<file path="src/rtl/worst_fit_decreasing_packer_defines.svh">
// assertion macros used by the top-level packer module
// no dependencies; included by files that carry assertions
`ifndef WORST_FIT_DECREASING_PACKER_DEFINES_SVH
`define WORST_FIT_DECREASING_PACKER_DEFINES_SVH

// checked property, held off while reset is high
`define WFD_ASSERT(lbl, prop, msg) \
   lbl: assert property (@(posedge clock) disable iff (reset) prop) else $error(msg);

// checked property that also holds across reset
`define WFD_ASSERT_ALWAYS(lbl, prop, msg) \
   lbl: assert property (@(posedge clock) prop) else $error(msg);

`endif

</file>
<file path="src/rtl/wfd_pkg.sv">
// shared types and constants of the worst-fit-decreasing packer
// no dependencies; used by every module of the packer
package wfd_pkg;

   localparam int MAX_ITEMS_DEF = 16;
   localparam int MAX_BINS_DEF  = 8;
   localparam int IDENT_W       = 8;
   localparam int AMOUNT_W      = 16;
   localparam int KIND_W        = 2;

   typedef enum logic [KIND_W-1:0] {
      KIND_ITEM = 2'd0,
      KIND_BIN  = 2'd1,
      KIND_RUN  = 2'd2
   } kind_type;

   typedef enum logic [1:0] {
      ST_IDLE = 2'b01,
      ST_RUN  = 2'b10
   } state_type;

   // one stored item or bin: amount is the item size or the bin room
   typedef struct packed {
      logic                valid;
      logic [IDENT_W-1:0]  ident;
      logic [AMOUNT_W-1:0] amount;
   } entry_type;

   typedef struct packed {
      logic insert;
      logic pop;
   } item_ctl_type;

   typedef struct packed {
      logic insert;
      logic reinsert;
      logic clear;
   } bin_ctl_type;

endpackage

</file>
<file path="src/rtl/wfd_item_cell.sv">
// one cell of the item chain, kept sorted by descending size
// depends on wfd_pkg
module wfd_item_cell (
   input  logic                 clock,
   input  logic                 reset,
   input  wfd_pkg::item_ctl_type ctl,
   input  wfd_pkg::entry_type   new_entry,
   input  wfd_pkg::entry_type   prev_entry,
   input  logic                 prev_beats,
   input  wfd_pkg::entry_type   next_entry,
   output wfd_pkg::entry_type   entry,
   output logic                 beats
);

   wfd_pkg::entry_type entry_ff;
   wfd_pkg::entry_type entry_in;

   // equal sizes stay ahead of the newcomer
   assign beats = entry_ff.valid && (entry_ff.amount >= new_entry.amount);
   assign entry = entry_ff;

   always_comb begin
      entry_in = entry_ff;
      if (ctl.pop) begin
         entry_in = next_entry;
      end else if (ctl.insert && !beats) begin
         entry_in = prev_beats ? new_entry : prev_entry;
      end
   end

   always_ff @(posedge clock) begin
      if (reset) begin
         entry_ff.valid <= 1'b0;
      end else begin
         entry_ff <= entry_in;
      end
   end

endmodule

</file>
<file path="src/rtl/wfd_bin_cell.sv">
// one cell of the bin chain, sorted by room, ties by load order
// depends on wfd_pkg
module wfd_bin_cell #(
   parameter int IDX_W = 4,
   parameter bit HEAD  = 1'b0
) (
   input  logic                clock,
   input  logic                reset,
   input  wfd_pkg::bin_ctl_type ctl,
   input  wfd_pkg::entry_type  key_entry,
   input  logic [IDX_W-1:0]    key_idx,
   input  wfd_pkg::entry_type  prev_entry,
   input  logic [IDX_W-1:0]    prev_idx,
   input  logic                prev_beats,
   input  wfd_pkg::entry_type  next_entry,
   input  logic [IDX_W-1:0]    next_idx,
   input  logic                next_beats,
   output wfd_pkg::entry_type  entry,
   output logic [IDX_W-1:0]    idx,
   output logic                beats
);

   wfd_pkg::entry_type entry_ff;
   wfd_pkg::entry_type entry_in;
   logic [IDX_W-1:0]   idx_ff;
   logic [IDX_W-1:0]   idx_in;

   assign beats = entry_ff.valid &&
                  ((entry_ff.amount > key_entry.amount) ||
                   ((entry_ff.amount == key_entry.amount) && (idx_ff < key_idx)));
   assign entry = entry_ff;
   assign idx   = idx_ff;

   always_comb begin
      entry_in = entry_ff;
      idx_in   = idx_ff;
      if (ctl.clear) begin
         entry_in.valid = 1'b0;
      end else if (ctl.reinsert) begin
         // head leaves, cells that outrank the updated bin move up one
         if (next_beats) begin
            entry_in = next_entry;
            idx_in   = next_idx;
         end else if (HEAD || beats) begin
            entry_in = key_entry;
            idx_in   = key_idx;
         end
      end else if (ctl.insert && !beats) begin
         if (prev_beats) begin
            entry_in = key_entry;
            idx_in   = key_idx;
         end else begin
            entry_in = prev_entry;
            idx_in   = prev_idx;
         end
      end
   end

   always_ff @(posedge clock) begin
      if (reset) begin
         entry_ff.valid <= 1'b0;
      end else begin
         entry_ff <= entry_in;
         idx_ff   <= idx_in;
      end
   end

endmodule

</file>
<file path="src/rtl/worst_fit_decreasing_packer.sv">
// worst-fit-decreasing packer: item and bin loads are accepted while idle
// a run reports one item per cycle while the result register can take it, set by the
// item chain popping one entry and the bin chain re-sorting one bin a cycle
// input is stalled for the whole run; results come from the result register after the run state is entered
// synchronous reset empties both chains and returns to idle; no clearing pass
// depends on wfd_pkg, wfd_item_cell, wfd_bin_cell and the defines header
`include "worst_fit_decreasing_packer_defines.svh"

module worst_fit_decreasing_packer #(
   parameter int MAX_ITEMS = wfd_pkg::MAX_ITEMS_DEF,
   parameter int MAX_BINS  = wfd_pkg::MAX_BINS_DEF
) (
   input  logic        clock,
   input  logic        reset,
   // input channel
   input  logic        req_tvalid,
   output logic        req_tready,
   input  logic [23:0] req_tdata,   // ident [7:0], amount [23:8]
   input  logic [1:0]  req_tuser,   // kind [1:0]
   // result channel
   output logic        rsp_tvalid,
   input  logic        rsp_tready,
   output logic [31:0] rsp_tdata,   // item_ident [7:0], bin_ident [15:8], room_left [31:16]
   output logic        rsp_tuser,   // placed [0]
   output logic        rsp_tlast
);

   localparam int IDX_W = $clog2(MAX_BINS + 1);

   // control
   wfd_pkg::state_type state_ff, state_in;
   logic [IDX_W-1:0]   bin_count_ff, bin_count_in;

   // chains
   wfd_pkg::entry_type item_q     [MAX_ITEMS];
   logic               item_beats [MAX_ITEMS];
   wfd_pkg::entry_type bin_q      [MAX_BINS];
   logic [IDX_W-1:0]   bin_idx    [MAX_BINS];
   logic               bin_beats  [MAX_BINS];
   logic [MAX_ITEMS-1:0] item_vld;

   wfd_pkg::item_ctl_type item_ctl;
   wfd_pkg::bin_ctl_type  bin_ctl;
   wfd_pkg::entry_type    item_new;
   wfd_pkg::entry_type    bin_key;
   logic [IDX_W-1:0]      bin_key_idx;

   // result register
   logic        rsp_valid_ff, rsp_valid_in;
   logic [31:0] rsp_data_ff,  rsp_data_in;
   logic        rsp_user_ff,  rsp_user_in;
   logic        rsp_last_ff,  rsp_last_in;

   wfd_pkg::kind_type     kind;
   logic                  req_xfer;
   logic                  step;
   logic                  fits;
   logic                  last_item;
   logic [15:0]           room_after;
   wfd_pkg::entry_type    item_second;
   wfd_pkg::entry_type    bin_second;

   assign kind       = wfd_pkg::kind_type'(req_tuser);
   assign req_tready = (state_ff == wfd_pkg::ST_IDLE);
   assign req_xfer   = req_tvalid && req_tready;

   // one placement per cycle when the result register can take it
   assign step = (state_ff == wfd_pkg::ST_RUN) && (!rsp_valid_ff || rsp_tready);

   // head of the item chain against head of the bin chain (most room)
   assign item_second = (MAX_ITEMS > 1) ? item_q[(MAX_ITEMS > 1) ? 1 : 0] : '0;
   assign bin_second  = (MAX_BINS > 1)  ? bin_q[(MAX_BINS > 1) ? 1 : 0]   : '0;
   assign last_item   = !item_second.valid;
   assign fits        = bin_q[0].valid && (bin_q[0].amount >= item_q[0].amount);
   assign room_after  = bin_q[0].amount - item_q[0].amount;

   assign item_new = '{valid: 1'b1, ident: req_tdata[7:0], amount: req_tdata[23:8]};

   always_comb begin
      item_ctl     = '0;
      bin_ctl      = '0;
      bin_key      = '{valid: 1'b1, ident: req_tdata[7:0], amount: req_tdata[23:8]};
      bin_key_idx  = bin_count_ff;
      state_in     = state_ff;
      bin_count_in = bin_count_ff;
      case (state_ff)
         wfd_pkg::ST_IDLE: begin
            if (req_xfer) begin
               case (kind)
                  wfd_pkg::KIND_ITEM: begin
                     // full chain drops the load
                     item_ctl.insert = !item_q[MAX_ITEMS-1].valid;
                  end
                  wfd_pkg::KIND_BIN: begin
                     if (!bin_q[MAX_BINS-1].valid) begin
                        bin_ctl.insert = 1'b1;
                        bin_count_in   = bin_count_ff + 1'b1;
                     end
                  end
                  wfd_pkg::KIND_RUN: begin
                     if (item_q[0].valid) begin
                        state_in = wfd_pkg::ST_RUN;
                     end else begin
                        // nothing to place: just forget the bins
                        bin_ctl.clear = 1'b1;
                        bin_count_in  = '0;
                     end
                  end
                  default: begin
                  end
               endcase
            end
         end
         wfd_pkg::ST_RUN: begin
            if (step) begin
               item_ctl.pop     = 1'b1;
               bin_ctl.reinsert = fits;
               bin_key          = '{valid: 1'b1, ident: bin_q[0].ident, amount: room_after};
               bin_key_idx      = bin_idx[0];
               if (last_item) begin
                  bin_ctl.clear = 1'b1;
                  bin_count_in  = '0;
                  state_in      = wfd_pkg::ST_IDLE;
               end
            end
         end
         default: begin
            state_in = wfd_pkg::ST_IDLE;
         end
      endcase
   end

   // item chain: sorted insert on load, pops from the head during a run
   for (genvar i = 0; i < MAX_ITEMS; i++) begin : g_item
      wfd_pkg::entry_type prev_e;
      wfd_pkg::entry_type next_e;
      logic               prev_b;
      if (i == 0) begin : g_first
         assign prev_e = '0;
         assign prev_b = 1'b1;
      end else begin : g_mid
         assign prev_e = item_q[i-1];
         assign prev_b = item_beats[i-1];
      end
      if (i == MAX_ITEMS - 1) begin : g_end
         assign next_e = '0;
      end else begin : g_nxt
         assign next_e = item_q[i+1];
      end
      assign item_vld[i] = item_q[i].valid;
      wfd_item_cell u_cell (
         .clock      (clock),
         .reset      (reset),
         .ctl        (item_ctl),
         .new_entry  (item_new),
         .prev_entry (prev_e),
         .prev_beats (prev_b),
         .next_entry (next_e),
         .entry      (item_q[i]),
         .beats      (item_beats[i])
      );
   end

   // bin chain: most room at the head, earliest loaded first on ties
   for (genvar j = 0; j < MAX_BINS; j++) begin : g_bin
      wfd_pkg::entry_type prev_e;
      wfd_pkg::entry_type next_e;
      logic [IDX_W-1:0]   prev_i;
      logic [IDX_W-1:0]   next_i;
      logic               prev_b;
      logic               next_b;
      if (j == 0) begin : g_first
         assign prev_e = '0;
         assign prev_i = '0;
         assign prev_b = 1'b1;
      end else begin : g_mid
         assign prev_e = bin_q[j-1];
         assign prev_i = bin_idx[j-1];
         assign prev_b = bin_beats[j-1];
      end
      if (j == MAX_BINS - 1) begin : g_end
         assign next_e = '0;
         assign next_i = '0;
         assign next_b = 1'b0;
      end else begin : g_nxt
         assign next_e = bin_q[j+1];
         assign next_i = bin_idx[j+1];
         assign next_b = bin_beats[j+1];
      end
      wfd_bin_cell #(
         .IDX_W (IDX_W),
         .HEAD  (j == 0)
      ) u_cell (
         .clock      (clock),
         .reset      (reset),
         .ctl        (bin_ctl),
         .key_entry  (bin_key),
         .key_idx    (bin_key_idx),
         .prev_entry (prev_e),
         .prev_idx   (prev_i),
         .prev_beats (prev_b),
         .next_entry (next_e),
         .next_idx   (next_i),
         .next_beats (next_b),
         .entry      (bin_q[j]),
         .idx        (bin_idx[j]),
         .beats      (bin_beats[j])
      );
   end

   // result register, holds while the consumer stalls
   always_comb begin
      rsp_valid_in = rsp_valid_ff && !rsp_tready;
      rsp_data_in  = rsp_data_ff;
      rsp_user_in  = rsp_user_ff;
      rsp_last_in  = rsp_last_ff;
      if (step) begin
         rsp_valid_in = 1'b1;
         rsp_data_in  = {fits ? room_after : 16'd0,
                         fits ? bin_q[0].ident : 8'd0,
                         item_q[0].ident};
         rsp_user_in  = fits;
         rsp_last_in  = last_item;
      end
   end

   always_ff @(posedge clock) begin
      if (reset) begin
         state_ff     <= wfd_pkg::ST_IDLE;
         bin_count_ff <= '0;
         rsp_valid_ff <= 1'b0;
      end else begin
         state_ff     <= state_in;
         bin_count_ff <= bin_count_in;
         rsp_valid_ff <= rsp_valid_in;
         rsp_data_ff  <= rsp_data_in;
         rsp_user_ff  <= rsp_user_in;
         rsp_last_ff  <= rsp_last_in;
      end
   end

   assign rsp_tvalid = rsp_valid_ff;
   assign rsp_tdata  = rsp_data_ff;
   assign rsp_tuser  = rsp_user_ff;
   assign rsp_tlast  = rsp_last_ff;

   // item chain fills from the head without holes
   `WFD_ASSERT(a_item_packed, ((item_vld >> 1) & ~item_vld) == '0, "item chain has a hole")
   // item chain stays in descending size order
   `WFD_ASSERT(a_item_sorted, (item_q[0].valid && item_second.valid) |-> (item_q[0].amount >= item_second.amount), "item chain out of order")
   // bin head always holds the most room
   `WFD_ASSERT(a_bin_sorted, (bin_q[0].valid && bin_second.valid) |-> (bin_q[0].amount >= bin_second.amount), "bin head is not the emptiest")
   // the final placement of a run empties the bins and frees the input
   `WFD_ASSERT(a_run_end, (step && last_item) |=> (!bin_q[0].valid && req_tready && bin_count_ff == '0), "run did not wind up")

endmodule
</file>
<file path="config.mk">
export PLATFORM = sky130hd
export DESIGN_NAME = worst_fit_decreasing_packer
export DESIGN_NICKNAME = d
export VERILOG_FILES = /design/src/rtl/wfd_pkg.sv /design/src/rtl/wfd_item_cell.sv /design/src/rtl/wfd_bin_cell.sv /design/src/rtl/worst_fit_decreasing_packer.sv
export VERILOG_INCLUDE_DIRS = /design/src /design/src/rtl
export SDC_FILE = /design/constraint.sdc
export NUM_CORES = 2
export LEC_CHECK = 0
export BUFFER_PORTS_ARGS = -buffer_cell sky130_fd_sc_hd__buf_2
export CAP_MARGIN = 20
export CORE_MARGIN = 1.5
export CORE_UTILIZATION = 60
export DETAILED_ROUTE_END_ITERATION = 7
export MAX_ROUTING_LAYER = met4
export PLACE_DENSITY = 0.78
export SYNTH_ARGS = -nofsm -noshare
export SYNTH_HDL_FRONTEND = slang
export SYNTH_HIERARCHICAL = 1
export SYNTH_SLANG_ARGS = --single-unit
</file>
<file path="constraint.sdc">
create_clock -name clock -period 8.7 [get_ports clock]
set_input_delay 1.74 -clock clock [delete_from_list [all_inputs] [get_ports clock]]
set_output_delay 1.74 -clock clock [all_outputs]
set_load 0.01 [all_outputs]
</file>
## Word level (Yosys, flattened, before mapping)

Cells that the tools add are included.

- Register bits: 673
- Bits of input ports: 30
- Output and inout port bits: 36
- Word-level logic and storage cells: 440

- $add $sub $neg: 2
- Order comparisons: 33
- Eq/ne operators: 21
- Mux-type cells: 142
- Bitwise gates (word level): 2
- Reductions and logical operators: 153

Operators by type and width:

| operator | count |
|---|---|
| 25-bit 2-to-1 mux | 76 |
| 16-bit >= comparator | 17 |
| 4-bit 2-to-1 mux | 38 |
| 16-bit == test | 8 |
| 16-bit greater-than comparator | 8 |
| 24-bit 2-to-1 mux | 3 |
| 1-bit logical AND | 60 |
| 2-bit nonzero test | 25 |
| 2-bit AND reduction | 18 |
| 4-bit less-than comparator | 8 |
| 1-bit zero test | 28 |
| 3-bit AND reduction | 7 |
| 4-bit case mux with 2 select lines | 2 |
| 16-bit subtractor | 1 |
| 1-bit 2-to-1 mux | 15 |
| 2-bit 2-to-1 mux | 6 |
| 1-bit logical OR | 9 |
| 2-bit by 1-bit != test with 1-bit output (second input constant) | 4 |
| 7-bit AND reduction | 1 |
| 3-bit != test (second input constant) | 2 |
| 5-bit AND reduction | 1 |
| 4-bit by 1-bit adder with 4-bit output (second input constant) | 1 |
| 2-bit by 1-bit == test with 1-bit output (second input constant) | 2 |
| 2-bit == test (second input constant) | 2 |
| other kinds (8) | 11 |

## Longest topological paths before layout

- Depth after elaboration: 13
- Gate-level depth with buffers: 24
- Gate-level depth less buffers: 23

## Modules after synthesis

The synthesis kept the hierarchy.

By module, submodules not included:

| module | instances | cells each | area each (µm²) | seq. area each (µm²) |
|---|---|---|---|---|
| wfd_item_cell at g_item[0].u_cell ... | 10 | 169 | 1724.2 | 740.7 |
| wfd_bin_cell at g_bin[1].u_cell ... | 7 | 235 | 2296.0 | 860.8 |
| wfd_item_cell at g_item[4].u_cell ... | 6 | 172 | 1707.9 | 740.7 |
| worst_fit_decreasing_packer | 1 | 340 | 2915.3 | 1161.1 |
| wfd_bin_cell at g_bin[0].u_cell | 1 | 222 | 2198.4 | 860.8 |

## Worst setup path before layout

Ideal clock, no wire load.

- Path kind: input to register
- From: input rsp_tready
- To: register g_bin[0].u_cell.entry_ff (netlist bit g_bin[0].u_cell/entry[0]), enable pin
- Setup time: 0.430 ns
- Arrival time: 6.759 ns
- Data required time: 8.270 ns
- Path slack: 1.511 ns
- Cell stages on the path: 11
- Buffers on the path: 2
- Path through: nor2b_1 -> nand2b_1 -> buf_2 -> clkbuf_1 -> o21ai_0 -> ha_1 -> nand2b_1 -> a2111oi_2 -> nor4_2 -> or3_2 -> a31oi_1

RTL lines:

| element | line | source |
|---|---|---|
| from (decl) | worst_fit_decreasing_packer.sv:22 | `input logic rsp_tready,` |
| to (signal assigned) | wfd_bin_cell.sv:63 | `entry_ff <= entry_in;` |
| to (decl) | wfd_bin_cell.sv:23 | `wfd_pkg::entry_type entry_ff;` |

==> metrics.txt <==
outcome completed; Initial Util 60.5%; Synth Instances 4,928; row cnt 104; number of port buffers 65; All-Layer GR Usage 31.5%; initial antenna violation count 0; routed len/inst approximately 21 um; Area Overhead vs Synth 9.43%; Max stage delay on crit path 0.92 ns; Reg clk slew, reported paths 0.06 ns; H-Tree Level Count 3; max-slew violations 0; hold_sp g_item[0].u_cell/entry[20]; CTS Buffer Depth 3; Slew HR 26.8%; Logic pwr share 12.4%; DP HPWL 92,400 um; worst path arrival time approximately 7.6 ns; yosys warns 6; Flop pwr share 47.2%; vias in the first global route between 30,000 and 40,000; Hold Path End rsp_tdata[4]; static leakage 0.0199 uW; chip width 288 um; GRT Residual Overflow 0; fmax 141 MHz; setup TNS 0 ns; reg2reg setup slack 1.59 ns; IO Pins 66; total CTS buffers 76; crit path from g_item[0].u_cell/entry[0]; CP startpoint kind register; Worst VDD drop 0.000132 V; global placer's final weighted congestion 0.979; crit share post-route between 80% and 90%; total iterations of the first detailed-routing run 8; clock skew ~0.035 ns; Final Critical Period 7.11 ns; global-route wire length before repair 201,000 um; Total Die Area 0.0828 mm2; 1st-iter DRT viols 4,624; worst hold stages 0; Max Fanout on Critical Path 43; total wire length between 100,000 and 150,000 um; switching share of power 25.8%; Power Internal 5830 uW; Pwr per Cell Area between 100 and 150 mW/mm2; switching power 2020 uW; largest net degree at the start of global routing 223; # nets final ~5,500; Worst Path Required 9.18 ns; die height roughly 290 um; slowest cell on the critical path nor4_1; Post-CTS Setup Bufs 0; Residual DRC 0; clk_lat worst skew roughly 0.64 ns; crit path kind reg2reg; vias 38,500; Worst path most repeated cell inv_1; Hold Path Class reg2reg; critical-path cell list ha_1, inv_1, fa_1, a21o_1, a311oi_1, o31a_2, a2111oi_2, nor4_1, o21ai_1, buf_4, inv_1, ha_1, nand4_2, or4_4, nor4_2, or3_2, and2_1, buf_4, inv_1, mux2i_1, a222oi_1, inv_1; Final Hold Viols 0; RR Endpoint g_bin[1].u_cell/entry[11]; CTS tree yes; Worst-Margin Slew 1.09 ns; clock sink count 673; Register-to-Register Path Depth 22; RSZ-0062 raised after global routing no; post-route ant nets 0; Worst setup EP type register; post-synthesis cell area 0.0487 mm2; commonest non-fill, non-tap cell in the layout edfxtp_1; Root Buffer clkbuf_16; cts repair resizes 0; Avg Cell Area, Syn slightly below 10 um2; Hold Buf Count CTS 0; Avg Vias per Cell 6.24; MaxCap Viol Count 0; Clock Power Share a little over 40%; fill count between 6,000 and 7,000; Final setup viols 0; Tot Pwr 7850 uW; share of cells above drive strength 1 about 8.3%; core area around 0.080 mm2; FF-to-FF Start g_item[0].u_cell/entry[0]; most frequent cells in the layout edfxtp_1, mux2i_1, inv_1
worst max path at each step:
stage                                            to  slack (ns)  cells after the start
after detailed placement  g_bin[1].u_cell/entry[10]        1.57                     18
after CTS                 g_bin[1].u_cell/entry[11]        2.03                     21
after floorplan            g_bin[0].u_cell/entry[0]        1.51                     11
after global placement     g_bin[1].u_cell/entry[9]        1.63                     18
after global routing      g_bin[1].u_cell/entry[11]        1.46                     21
final                     g_bin[1].u_cell/entry[11]        1.59                     22
power by group through the flow:
stage / clock (uW) / combinational [uW] / sequential, uW
detailed placement: 0 / 938 / 3770
CTS: 3210 / 947 / 3700
floorplan: 0 / 654 / 3740
global route: 3330 / 1060 / 3710
global placement: 0 / 896 / 3770
finish: 3170 / 972 / 3710
area by class of cell:
type | instances | area [um2] | share of cell area (%)
clock inverters | 39 | 349 | 0.655
repair buffers | 166 | 1170 | 2.20
multi-input cells | 3612 | 26500 | 49.8
inverters | 524 | 1970 | 3.71
flip-flops and latches | 673 | 19900 | 37.4
diodes | 1 | 2.50 | 0.00470
well taps | 1060 | 1330 | 2.49
clock buffers | 95 | 2030 | 3.80
sequential cells by signal, summed over array words and instances, names as in the netlist:
| name | flops |
|---|---|
| state_ff | 2 |
| g_item.u_cell/entry | 400 |
| rsp_tuser | 1 |
| bin_count_ff | 4 |
| rsp_tlast | 1 |
| g_bin.u_cell/idx | 32 |
| rsp_tdata | 32 |
| g_bin.u_cell/entry | 200 |
| rsp_tvalid | 1 |
per-layer routing:
metal,track usage [%],part of all wire [%],up-vias,wire length (um)
met5,-,0,-,0
met4,9.14,2.5,0,3250
met3,5.83,9.6,199,12400
met2,45.8,43,1666,56000
met1,44.8,45,18500,57700
li1,-,-,18200,-
per-stage QoR:
| step | hold slack, ns | util, % | setup slack [ns] | instance area (um2) | cells |
|---|---|---|---|---|---|
| 3_5_place_dp | 0.452 | 63.2 | 1.57 | 50800 | 6030 |
| 3_3_place_gp | 0.451 | 63.2 | 1.63 | 50800 | 6030 |
| 2_1_floorplan | 0.426 | - | 1.51 | 49200 | 5073 |
| 5_1_grt | 0.489 | 66.2 | 1.46 | 53300 | 6169 |
| 4_1_cts | 0.477 | 66.1 | 2.03 | 53200 | 6164 |
| 6_report | 0.469 | 66.2 | 1.59 | 53300 | 6170 |
critical path, delay by kind of cell (launching register included):
kind	cells	cell delay, ns
multiplexers	1	0.52
flip-flops	1	0.49
AO/OA/AOI/OAI	6	1.35
AND/OR/NAND/NOR	6	2.75
buffers and inverters	6	1.00
adder cells (fa/ha/maj)	3	0.84
Note: power is estimated with default switching activity, not from simulation.
